[config.mk]
export PLATFORM = sky130hd
export DESIGN_NAME = checked_command_byte_responder_core
export DESIGN_NICKNAME = d
export VERILOG_FILES = /design/src/rtl/cbr_pkg.sv /design/src/rtl/cbr_front.sv /design/src/rtl/cbr_fifo.sv /design/src/rtl/cbr_back.sv /design/src/rtl/checked_command_byte_responder_core.sv
export SDC_FILE = /design/constraint.sdc
export NUM_CORES = 1
export LEC_CHECK = 0
export CORE_MARGIN = 2
export CORE_UTILIZATION = 40
export CTS_CLUSTER_SIZE = 8
export DETAILED_ROUTE_END_ITERATION = 8
export DONT_BUFFER_PORTS = 1
export GPL_TIMING_DRIVEN = 1
export SYNTH_ARGS = -nofsm -noshare
export SYNTH_HDL_FRONTEND = slang
export SYNTH_HIERARCHICAL = 1
export SYNTH_SLANG_ARGS = --single-unit
export TNS_END_PERCENT = 50
[constraint.sdc]
create_clock -name clk -period 6.6 [get_ports clk]
set_input_delay 1.32 -clock clk [delete_from_list [all_inputs] [get_ports clk]]
set_output_delay 1.32 -clock clk [all_outputs]
set_load 0.1 [all_outputs]
[src/rtl/cbr_pkg.sv]
package cbr_pkg;

  // Timer and register defaults.
  localparam int TIMER_WIDTH_DEF = 16;
  localparam int TIMEOUT_W       = 16;
  localparam logic [TIMEOUT_W-1:0] TIMEOUT_RESET = 16'd10;

  // Answer queue between the front and back ends.
  localparam int QUEUE_DEPTH = 2;

  // Input word kinds carried on tuser.
  localparam logic [1:0] KIND_BYTE  = 2'd0;
  localparam logic [1:0] KIND_ERROR = 2'd1;
  localparam logic [1:0] KIND_TICK  = 2'd2;

  // Command classes from the top two command bits.
  localparam logic [1:0] CMD_READ     = 2'd0;
  localparam logic [1:0] CMD_PING     = 2'd1;
  localparam logic [1:0] CMD_SET      = 2'd2;
  localparam logic [1:0] CMD_RESERVED = 2'd3;

  // Acknowledge codes.
  localparam logic [7:0] ACK_ERR  = 8'hFF;
  localparam logic [7:0] ACK_PING = 8'h40;
  localparam logic [7:0] ACK_SET  = 8'h80;
  localparam logic [7:0] ACK_READ = 8'h00;
  localparam logic [7:0] INV_MASK = 8'hFF;

  // Configuration register indexes.
  localparam logic CFG_IDX_TIMEOUT = 1'b0;

  typedef enum logic [1:0] {
    ST_IDLE = 2'b01,
    ST_WAIT = 2'b10
  } cbr_state_t;

  // One pending answer: the acknowledge byte and the actuator bits after it.
  typedef struct packed {
    logic [7:0] ack;
    logic [5:0] act;
  } cbr_entry_t;

endpackage

[src/rtl/cbr_front.sv]
module cbr_front #(
  parameter int TIMER_WIDTH = cbr_pkg::TIMER_WIDTH_DEF
) (
  input  logic                             clk,
  input  logic                             rst_n,
  input  logic                             accept,
  input  logic [1:0]                       kind,
  input  logic [7:0]                       rx_byte,
  input  logic [1:0]                       switches,
  input  logic [cbr_pkg::TIMEOUT_W-1:0]    timeout_ticks,
  output logic                             push,
  output cbr_pkg::cbr_entry_t              push_entry
);

  localparam int CMP_W = (TIMER_WIDTH > cbr_pkg::TIMEOUT_W) ? TIMER_WIDTH : cbr_pkg::TIMEOUT_W;

  cbr_pkg::cbr_state_t     state_r, state_nxt;
  logic [7:0]              cmd_r, cmd_nxt;
  logic [TIMER_WIDTH-1:0]  wait_r, wait_nxt, wait_inc;
  logic [5:0]              act_r, act_nxt;
  logic                    timed_out;

  assign wait_inc  = (wait_r == {TIMER_WIDTH{1'b1}}) ? wait_r : wait_r + 1'b1;
  assign timed_out = CMP_W'(wait_inc) >= CMP_W'(timeout_ticks);

  always_comb begin
    state_nxt  = state_r;
    cmd_nxt    = cmd_r;
    wait_nxt   = wait_r;
    act_nxt    = act_r;
    push       = 1'b0;
    push_entry = '{ack: cbr_pkg::ACK_ERR, act: act_r};
    if (accept) begin
      priority if (kind == cbr_pkg::KIND_TICK) begin
        if (state_r == cbr_pkg::ST_WAIT) begin
          if (timed_out) begin
            state_nxt = cbr_pkg::ST_IDLE;
            wait_nxt  = '0;
            push      = 1'b1;
          end else begin
            wait_nxt = wait_inc;
          end
        end
      end else if (kind == cbr_pkg::KIND_BYTE) begin
        if (state_r == cbr_pkg::ST_IDLE) begin
          cmd_nxt   = rx_byte;
          state_nxt = cbr_pkg::ST_WAIT;
          wait_nxt  = '0;
        end else begin
          state_nxt = cbr_pkg::ST_IDLE;
          wait_nxt  = '0;
          if (rx_byte != (cmd_r ^ cbr_pkg::INV_MASK)) begin
            cmd_nxt = cbr_pkg::ACK_ERR;
            push    = 1'b1;
          end else begin
            unique case (cmd_r[7:6])
              cbr_pkg::CMD_READ: begin
                push           = 1'b1;
                push_entry.ack = cbr_pkg::ACK_READ | {6'd0, switches};
              end
              cbr_pkg::CMD_PING: begin
                push           = 1'b1;
                push_entry.ack = cbr_pkg::ACK_PING;
              end
              cbr_pkg::CMD_SET: begin
                act_nxt        = cmd_r[5:0];
                push           = 1'b1;
                push_entry.ack = cbr_pkg::ACK_SET | {2'd0, cmd_r[5:0]};
                push_entry.act = cmd_r[5:0];
              end
              cbr_pkg::CMD_RESERVED: begin
                push = 1'b0;
              end
            endcase
          end
        end
      end else begin
        // Error bytes and unused kinds are dropped.
        push = 1'b0;
      end
    end
  end

  always_ff @(posedge clk) begin
    if (!rst_n) begin
      state_r <= cbr_pkg::ST_IDLE;
      wait_r  <= '0;
      act_r   <= '0;
      cmd_r   <= '0;
    end else begin
      state_r <= state_nxt;
      wait_r  <= wait_nxt;
      act_r   <= act_nxt;
      cmd_r   <= cmd_nxt;
    end
  end

endmodule

[src/rtl/cbr_fifo.sv]
module cbr_fifo (
  input  logic                clk,
  input  logic                rst_n,
  input  logic                push,
  input  cbr_pkg::cbr_entry_t push_entry,
  input  logic                pop,
  output logic                full,
  output logic                not_empty,
  output cbr_pkg::cbr_entry_t head
);

  localparam int DEPTH = cbr_pkg::QUEUE_DEPTH;
  localparam int PTR_W = (DEPTH > 1) ? $clog2(DEPTH) : 1;
  localparam int CNT_W = $clog2(DEPTH + 1);

  cbr_pkg::cbr_entry_t entries_r [DEPTH];
  logic [PTR_W-1:0]    wr_ptr_r, wr_ptr_nxt, rd_ptr_r, rd_ptr_nxt;
  logic [CNT_W-1:0]    count_r, count_nxt;
  logic                do_push, do_pop;

  assign full      = (count_r == CNT_W'(DEPTH));
  assign not_empty = (count_r != '0);
  assign head      = entries_r[rd_ptr_r];
  assign do_push   = push && !full;
  assign do_pop    = pop && not_empty;

  always_comb begin
    wr_ptr_nxt = wr_ptr_r;
    rd_ptr_nxt = rd_ptr_r;
    count_nxt  = count_r;
    if (do_push) begin
      wr_ptr_nxt = (wr_ptr_r == PTR_W'(DEPTH - 1)) ? '0 : wr_ptr_r + 1'b1;
    end
    if (do_pop) begin
      rd_ptr_nxt = (rd_ptr_r == PTR_W'(DEPTH - 1)) ? '0 : rd_ptr_r + 1'b1;
    end
    if (do_push && !do_pop) begin
      count_nxt = count_r + 1'b1;
    end else if (do_pop && !do_push) begin
      count_nxt = count_r - 1'b1;
    end
  end

  always_ff @(posedge clk) begin
    if (!rst_n) begin
      wr_ptr_r <= '0;
      rd_ptr_r <= '0;
      count_r  <= '0;
    end else begin
      wr_ptr_r <= wr_ptr_nxt;
      rd_ptr_r <= rd_ptr_nxt;
      count_r  <= count_nxt;
    end
  end

  always_ff @(posedge clk) begin
    if (do_push) begin
      entries_r[wr_ptr_r] <= push_entry;
    end
  end

endmodule

[src/rtl/cbr_back.sv]
module cbr_back (
  input  logic                clk,
  input  logic                rst_n,
  input  logic                q_not_empty,
  input  cbr_pkg::cbr_entry_t q_head,
  output logic                q_pop,
  output logic                out_valid,
  input  logic                out_ready,
  output logic [7:0]          out_byte,
  output logic                out_last,
  output logic [5:0]          out_act
);

  logic       valid_r, valid_nxt;
  logic       last_r, last_nxt;
  logic [7:0] byte_r, byte_nxt;
  logic [5:0] act_r, act_nxt;
  logic       taken, slot_free;

  assign taken     = valid_r && out_ready;
  assign slot_free = !valid_r || (taken && last_r);
  assign q_pop     = slot_free && q_not_empty;

  always_comb begin
    valid_nxt = valid_r;
    last_nxt  = last_r;
    byte_nxt  = byte_r;
    act_nxt   = act_r;
    if (q_pop) begin
      // Load the acknowledge byte of the next answer.
      valid_nxt = 1'b1;
      last_nxt  = 1'b0;
      byte_nxt  = q_head.ack;
      act_nxt   = q_head.act;
    end else if (taken && !last_r) begin
      // Follow with the checksum byte.
      last_nxt = 1'b1;
      byte_nxt = byte_r ^ cbr_pkg::INV_MASK;
    end else if (taken) begin
      valid_nxt = 1'b0;
    end
  end

  always_ff @(posedge clk) begin
    if (!rst_n) begin
      valid_r <= 1'b0;
      last_r  <= 1'b0;
    end else begin
      valid_r <= valid_nxt;
      last_r  <= last_nxt;
    end
  end

  always_ff @(posedge clk) begin
    byte_r <= byte_nxt;
    act_r  <= act_nxt;
  end

  assign out_valid = valid_r;
  assign out_byte  = byte_r;
  assign out_last  = last_r;
  assign out_act   = act_r;

endmodule

[src/rtl/checked_command_byte_responder_core.sv]
// Checked command responder. Each input word carries a kind on in_tuser (good byte, errored
// byte or time tick) and the received byte plus switch inputs on in_tdata. A good byte taken
// while idle is held as a command; the next good byte must be its inverse. A correct pair
// answers by command class (switch read, ping, actuator set; the reserved class answers
// nothing), while a bad checksum or a timeout answers 0xFF then 0x00. Every answer leaves as
// two output words, the acknowledge byte and then its inverse with tlast set, both carrying
// the actuator bits. The front end takes one input word per cycle whenever the two-entry
// answer queue has room; while that queue is full every input word waits, including words
// that would cause no answer. The back end serializer sends each answer as those two words and
// takes the next answer from the queue only while it is idle or its closing word is taken. The
// first answer byte passes through the answer queue and then the output register.
// The timeout register (byte address 0, reset value 10) counts ticks between command and
// checksum and must only be written while the block is idle.
module checked_command_byte_responder_core #(
  parameter int TIMER_WIDTH = cbr_pkg::TIMER_WIDTH_DEF
) (
  input  logic        clk,
  input  logic        rst_n,
  // Input words.
  input  logic        in_tvalid,
  output logic        in_tready,
  input  logic [15:0] in_tdata,   // [7:0] rx_byte, [9:8] switches, [15:10] zero
  input  logic [1:0]  in_tuser,   // [1:0] kind
  // Answer words.
  output logic        out_tvalid,
  input  logic        out_tready,
  output logic [15:0] out_tdata,  // [7:0] tx_byte, [13:8] actuators, [15:14] zero
  output logic        out_tlast,
  // Configuration port.
  input  logic        cfg_psel,
  input  logic        cfg_penable,
  input  logic        cfg_pwrite,
  input  logic [2:0]  cfg_paddr,
  input  logic [31:0] cfg_pwdata,
  output logic [31:0] cfg_prdata,
  output logic        cfg_pready
);

  logic [cbr_pkg::TIMEOUT_W-1:0] timeout_r, timeout_nxt;
  logic                          cfg_wr;
  logic                          in_accept;
  logic                          push;
  cbr_pkg::cbr_entry_t           push_entry;
  cbr_pkg::cbr_entry_t           q_head;
  logic                          q_full, q_not_empty, q_pop;
  logic [7:0]                    out_byte;
  logic [5:0]                    out_act;

  // The register file is a single word at address bit 2 low; bit 2 high selects nothing.
  assign cfg_pready  = 1'b1;
  assign cfg_wr      = cfg_psel && cfg_penable && cfg_pwrite && cfg_pready;
  assign timeout_nxt = (cfg_wr && cfg_paddr[2] == cbr_pkg::CFG_IDX_TIMEOUT)
                       ? cfg_pwdata[cbr_pkg::TIMEOUT_W-1:0] : timeout_r;
  assign cfg_prdata  = (cfg_paddr[2] == cbr_pkg::CFG_IDX_TIMEOUT)
                       ? {{(32 - cbr_pkg::TIMEOUT_W){1'b0}}, timeout_r} : 32'd0;

  always_ff @(posedge clk) begin
    if (!rst_n) begin
      timeout_r <= cbr_pkg::TIMEOUT_RESET;
    end else begin
      timeout_r <= timeout_nxt;
    end
  end

  // A word is taken only when the queue can hold any answer it might cause.
  assign in_tready = !q_full;
  assign in_accept = in_tvalid && in_tready;

  cbr_front #(
    .TIMER_WIDTH(TIMER_WIDTH)
  ) u_front (
    .clk          (clk),
    .rst_n        (rst_n),
    .accept       (in_accept),
    .kind         (in_tuser),
    .rx_byte      (in_tdata[7:0]),
    .switches     (in_tdata[9:8]),
    .timeout_ticks(timeout_r),
    .push         (push),
    .push_entry   (push_entry)
  );

  cbr_fifo u_fifo (
    .clk       (clk),
    .rst_n     (rst_n),
    .push      (push),
    .push_entry(push_entry),
    .pop       (q_pop),
    .full      (q_full),
    .not_empty (q_not_empty),
    .head      (q_head)
  );

  cbr_back u_back (
    .clk        (clk),
    .rst_n      (rst_n),
    .q_not_empty(q_not_empty),
    .q_head     (q_head),
    .q_pop      (q_pop),
    .out_valid  (out_tvalid),
    .out_ready  (out_tready),
    .out_byte   (out_byte),
    .out_last   (out_tlast),
    .out_act    (out_act)
  );

  assign out_tdata = {2'b00, out_act, out_byte};

  // The front end never pushes an answer into a full queue.
  a_push_room: assert property (@(posedge clk) disable iff (!rst_n)
    push |-> !q_full)
    else $error("answer pushed into full queue");

  // Errored bytes produce no answer.
  a_error_silent: assert property (@(posedge clk) disable iff (!rst_n)
    (in_accept && in_tuser == cbr_pkg::KIND_ERROR) |-> !push)
    else $error("errored byte produced an answer");

  // After an acknowledge byte is taken, its inverse follows as the closing word.
  a_pair_follows: assert property (@(posedge clk) disable iff (!rst_n)
    (out_tvalid && out_tready && !out_tlast) |=>
      (out_tvalid && out_tlast && out_tdata[7:0] == ($past(out_tdata[7:0]) ^ 8'hFF)
       && out_tdata[13:8] == $past(out_tdata[13:8])))
    else $error("checksum byte did not follow acknowledge byte");

endmodule
# ---- Word level (Yosys, flattened, before mapping)
# Memories as Yosys holds them, arrays and structs flattened. A register that Yosys moved wholly into a read port is not among the register bits.
# Cells that the tools add are included.
dict set report word_totals {
  output_inout_bits 52
  memories 1
  ramBits 28
  regBits 68
  elab_cells 112
}
dict set report op_classes {
  add_sub_neg 5
  n_mux 41
  n_lt_le_gt_ge 1
  eq_ne 12
  n_bitwise 7
  n_reduce_logical 33
}
# name depth word_bits rd rd_clocked_by_memory_dff write_ports line_no
set mem_list {}
lappend mem_list {u_fifo.entries_r 2 14 1 1 1 cbr_fifo.sv:16} ;# cbr_pkg::cbr_entry_t entries_r [DEPTH];
# op n
set ops {}
lappend ops {{2-to-1 mux 16 bit} 6}
lappend ops {{2-to-1 mux 14 bit} 5}
lappend ops {{2-to-1 mux 8 bit} 4}
lappend ops {{case mux 8 bit (3 select lines)} 1}
lappend ops {{adder 16 x 1 -> 16 bit, second input constant} 1}
lappend ops {{== test 16 bit, second input constant} 1}
lappend ops {{>= comparator 16 bit} 1}
lappend ops {{2-to-1 mux 1 bit} 16}
lappend ops {{NOT 8 bit} 2}
lappend ops {{2-to-1 mux 2 bit} 7}
lappend ops {{logical AND 1 bit} 12}
lappend ops {{nonzero test 2 bit} 6}
lappend ops {{== test 2 bit, second input constant} 5}
lappend ops {{!= test 8 bit} 1}
lappend ops {{AND reduction 4 bit} 2}
lappend ops {{2-to-1 mux 6 bit} 1}
lappend ops {{zero test 1 bit} 5}
lappend ops {{NOT 1 bit} 5}
lappend ops {{AND reduction 5 bit} 1}
lappend ops {{== test 2 x 1 -> 1 bit, second input constant} 2}
lappend ops {{zero test 2 bit} 2}
lappend ops {{!= test 2 bit, second input constant} 2}
lappend ops {{AND reduction 3 bit} 1}
lappend ops {{OR reduction 3 bit} 1}
lappend ops {{other kinds (8)} 9}

# ---- Depth between registers and ports, before layout
dict set report depth {
  depth_word 13
  depth_mapped 19
}

# ---- By module
# The synthesis kept the hierarchy.
# mod seq_area_each_um2 cells_each instances area_each_um2
set modules_own_cells {}
lappend modules_own_cells {cbr_front 640.6 294 1 2444.8}
lappend modules_own_cells {cbr_fifo 940.9 68 1 1239.9}
lappend modules_own_cells {checked_command_byte_responder_core 320.3 110 1 942.2}
lappend modules_own_cells {cbr_back 460.4 44 1 629.4}

# ---- Worst setup path after synthesis
# No wires, ideal clock.
dict set report synth_path {
  path_type {input to output}
  start {input cfg_paddr[2]}
  end {output cfg_prdata[10]}
  required_ns 5.280
  arrival_time_ns 2.853
  setup_slack_ns 2.427
  path_buffers 1
  path_stages 2
  cell_sequence {clkbuf_1 -> nor2b_1}
}
dict set report synth_via {
  elab_chain_len 1
}
# element line_no
set synth_rtl {}
lappend synth_rtl {{start: declaration} checked_command_byte_responder_core.sv:33} ;# input logic [2:0] cfg_paddr,
lappend synth_rtl {{2-to-1 mux 16 bit} checked_command_byte_responder_core.sv:55} ;# ? {{(32 - cbr_pkg::TIMEOUT_W){1'b0}}, timeout_r} : 32'd0;
lappend synth_rtl {{end: declaration} checked_command_byte_responder_core.sv:35} ;# output logic [31:0] cfg_prdata,
# No other way between the ends.

# ---- Final worst setup path
dict set report layout_path {
  start {register u_front.wait_r[0]}
  end {memory u_fifo/entries_r[0][0] in the netlist's numbering, enable pin}
}
dict set report layout_via {
  elab_chain_len 10
}
# element line_no
set layout_rtl {}
lappend layout_rtl {{start: declaration} cbr_front.sv:19} ;# logic [TIMER_WIDTH-1:0] wait_r, wait_nxt, wait_inc;
lappend layout_rtl {{start signal: assignment} cbr_front.sv:92} ;# wait_r <= wait_nxt;
lappend layout_rtl {{adder 16 x 1 -> 16 bit or == test 16 bit (tied branches)} cbr_front.sv:23} ;# assign wait_inc = (wait_r == {TIMER_WIDTH{1'b1}}) ? wait_r : wait_r + 1'b1;
lappend layout_rtl {{2-to-1 mux 16 bit (*)} cbr_front.sv:23}
lappend layout_rtl {{>= comparator 16 bit (*)} cbr_front.sv:24} ;# assign timed_out = CMP_W'(wait_inc) >= CMP_W'(timeout_ticks);
lappend layout_rtl {{2-to-1 mux 1 bit (*)} cbr_front.sv:36} ;# if (timed_out) begin
lappend layout_rtl {{2-to-1 mux 1 bit (*)} cbr_front.sv:35} ;# if (state_r == cbr_pkg::ST_WAIT) begin
lappend layout_rtl {{2-to-1 mux 1 bit (*)} cbr_front.sv:34} ;# priority if (kind == cbr_pkg::KIND_TICK) begin
lappend layout_rtl {{2-to-1 mux 1 bit (*)} cbr_front.sv:33} ;# if (accept) begin
lappend layout_rtl {{via push} checked_command_byte_responder_core.sv:42} ;# logic push;
lappend layout_rtl {{logical AND 1 bit (*)} cbr_fifo.sv:24} ;# assign do_push = push && !full;
lappend layout_rtl {{2-to-1 mux 1 bit (*)} cbr_fifo.sv:57} ;# if (do_push) begin
lappend layout_rtl {{2-to-1 mux 1 bit (not written as such) (*)} cbr_fifo.sv:58} ;# entries_r[wr_ptr_r] <= push_entry;
lappend layout_rtl {{end: declaration} cbr_fifo.sv:16}
# The timed path passes the listed nets; every way through them passes the cells marked *.

==> flow_summary.ini <==
[logic_synthesis]
yosys_warnings = 6
yosysSeqAreaShare_pct = 44.9
synth.avg_cell_area_um2 = 10.2
post-synth-top-count-cell = nand2_1
syn-cell-area_um2 = 5260
ys_ff_latch = 97
synth_top_area_cell = edfxtp_1
synth_flop_cell = dfxtp_1
synthArstFlopShare_pct = 0
yosysUniqueCellTypes = 71
synth_area_leaders = edfxtp_1 (24%), dfxtp_1 (21%), nand2_1 (4.4%), ha_1 (4.3%), mux2i_1 (3.6%)
synth_edf_count = 42
synth_common_cells = nand2_1 (62), dfxtp_1 (55), edfxtp_1 (42)
synth_top_area_share_pct = 24.0
synth_cells = 516

[global_routing]
use_met1_pct = 17.5
grt_pass1_vias = 3495
grt_max_degree = 56
grt_overflow = 0
gr-usage-met3_pct = 3.52
grt_usage_pct = 15.2
grt_pass1_wl_um = 17000
use_met2_pct = 26.7
grt.busiest_layer = met2
antenna_found_initial = 0

[setup_path]
cp-end-kind = flip-flop
startpoint_type = flip-flop
cp.arrival_ps = 4620
critPathSlowestCell = nor3_2
path_buf_inv = 1
cp_max_fo = 15
crit_required_ps = 6570
cp_common_cell = ha_1
worstPathCellList = ha_1, nand3_2, or4_4, nor2_1, mux2_1, ha_1, nand4_1, a211oi_1, a32oi_1, nand2_1, o2bb2ai_1, inv_1, nor3_2
cpPeakStageDelay_ps = 960
worst-setup-path-type = reg2reg
critical_path.top_delay_family = simple AND/OR/NAND/NOR gates

[route]
wl_per_cell_um = 15.2
first_pass_iters = 4
vias_per_cell = 5.24
wl_um = 10400
drt_iter0_markers = 168
drc = 0
num_vias = 3579
ant_nets = 0

[final_layout]
finalNetCount = 584
drive_above_1_share_pct = 16.2
area_delta_synth_final_pct = 6.78
antenna_cells = 0
final.fill_count = 1232

[floorplan]
dieHeight_um = 119
core-area_um2 = 12700
rows = 41
ioPinCount = 112
die_area_um2 = 14100
chipWidth_um = 119
start_util_pct = 41.3

[cts]
cts_tree = done
cts_sinks = 97
insertion_delay_ps = 360
post_cts_resized = 0
clk_path_buf_depth = 2
cts_hold_buf = 0
cts-root-buf = clkbuf_16
cts_buffers = 9
clk_pin_slew_ps = 70
cts_max_level = 3
cts_setup_buffers = 0

[timing]
fin_crit_sh_pct = 70.4
rsz0062_at_grt = false
max_slew_margin_pct = 18.8
min_period_ps = 4650
max_freq_mhz = 215
final_hold_viol_count = 0
finalSetupViolCount = 0
tns_ps = 0
finClkSkew_ps = 11.5
finalMaxSlewViolations = 0
worst_pin_slew_ps = 1210

[min_path]
worstHoldPathType = reg2reg

[place]
dp_hpwl_um = 7460
port_buffers = 0
place_congestion = 0.787

[status]
status = finished clean

[pwr]
powerDensity_nw_per_um2 = 243
peakVddDrop_mv = 0.114
p_leak_uw = 0.00212
finalPower_uw = 1360

[run]
drv_cap = 0
-- stage by stage --
stage / worst slack (ps) / hold WS, ps / utilization, % / area [um2] / std cells
CTS: 1900 / 473 / 44.1 / 5610 / 683
finish: 1950 / 473 / 44.1 / 5610 / 683
global placement: 2030 / 456 / 41.7 / 5310 / 667
floorplan: 2430 / 443 / - / 5320 / 533
detailed placement: 1930 / 463 / 41.7 / 5310 / 667
global route: 1640 / 501 / 44.1 / 5610 / 683
-- logic make-up (layout without fill, tap and decap cells) --
logic type               after synthesis  count (layout)  synth area share, %
flip-flops                            97              97                 44.9
multiplexers                          42              42                 8.97
other                                  2              19                0.143
AO/OA/AOI/OAI                         87              87                 11.6
XOR/XNOR                              29              29                 4.83
buffers and inverters                 67              45                 6.93
adder cells (fa/ha/maj)               18              18                 4.28
AND/OR/NAND/NOR                      174             174                 18.3
-- report_power, final --
group / switching [uW] / internal (uW) / leakage [uW] / total (uW)
Clock: 259 / 272 / 0.000151 / 531
Combinational: 100 / 30.9 / 0.00107 / 131
Sequential: 60.5 / 641 / 0.000893 / 702
-- layout by cell type, fill, tap and decap left out, types with 6 or more instances in the layout --
master / Yosys / layout
nor3_1: 9 / 9
and2b_2: 6 / 6
mux2_4: 6 / 6
a21oi_1: 21 / 21
inv_1: 27 / 27
o221a_2: 8 / 8
clkbuf_16: 0 / 9
nand2b_1: 12 / 12
nor2b_1: 17 / 7
nand2_1: 62 / 62
mux2i_1: 19 / 19
o21ai_0: 13 / 13
o22ai_1: 10 / 10
dfxtp_1: 55 / 55
ha_1: 18 / 18
conb_1: 2 / 19
edfxtp_1: 42 / 42
and2_1: 11 / 11
nand3_1: 9 / 9
xnor2_1: 12 / 12
nor2b_2: 1 / 11
xor2_1: 17 / 17
nand4_1: 10 / 10
mux2_2: 16 / 16
nor2_1: 13 / 13
-- sequential cells by signal (all words and copies together), names as in the netlist, named ones only --
signal	flops
u_front/state_r	2
u_fifo/wr_ptr_r	1
u_back/out_last	1
u_fifo/rd_ptr_r	1
u_back/out_act	6
u_front/wait_r	16
u_fifo/count_r	2
u_fifo/entries_r	28
u_front/act_r	6
timeout_r	16
u_back/out_valid	1
u_front/cmd_r	8
u_back/out_byte	8
-- worst reg2reg max path: cells and delay by family, from the launching register on --
family	cells	cell delay, ps
adder cells (fa/ha/maj)	2	570
AO/OA/AOI/OAI	3	600
buffers and inverters	1	100
AND/OR/NAND/NOR	6	2240
multiplexers	1	340
flip-flops	1	430
-- routing by layer --
metal / vias up / part of all wire (%)
met5: - / 0
met4: 0 / 2.1
met3: 15 / 4.4
met2: 82 / 51
met1: 1706 / 43
li1: 1776 / -
-- final timing paths --
check | startpoint | to | slack (ps) | cells after the start
setup / recovery | u_front/wait_r[0] | u_fifo/entries_r[0][0] | 1950 | 13
hold / removal | timeout_r[7] | timeout_r[7] | 470 | 2
setup reg to reg | u_front/wait_r[0] | u_fifo/entries_r[0][0] | 1950 | 13
hold reg to reg | timeout_r[7] | timeout_r[7] | 470 | 2
-- area by class of cell --
type / instances / area, um2 / area share [%]
inverter: 28 / 105 / 1.87
sequential: 97 / 2360 / 42.1
timing repair buffer: 1 / 7.51 / 0.134
clock inverter: 7 / 78.8 / 1.40
tap: 172 / 215 / 3.83
clock buffer: 9 / 225 / 4.01
multi-input combinational: 369 / 2620 / 46.7
No activity file was read; power rests on OpenSTA's default activity.
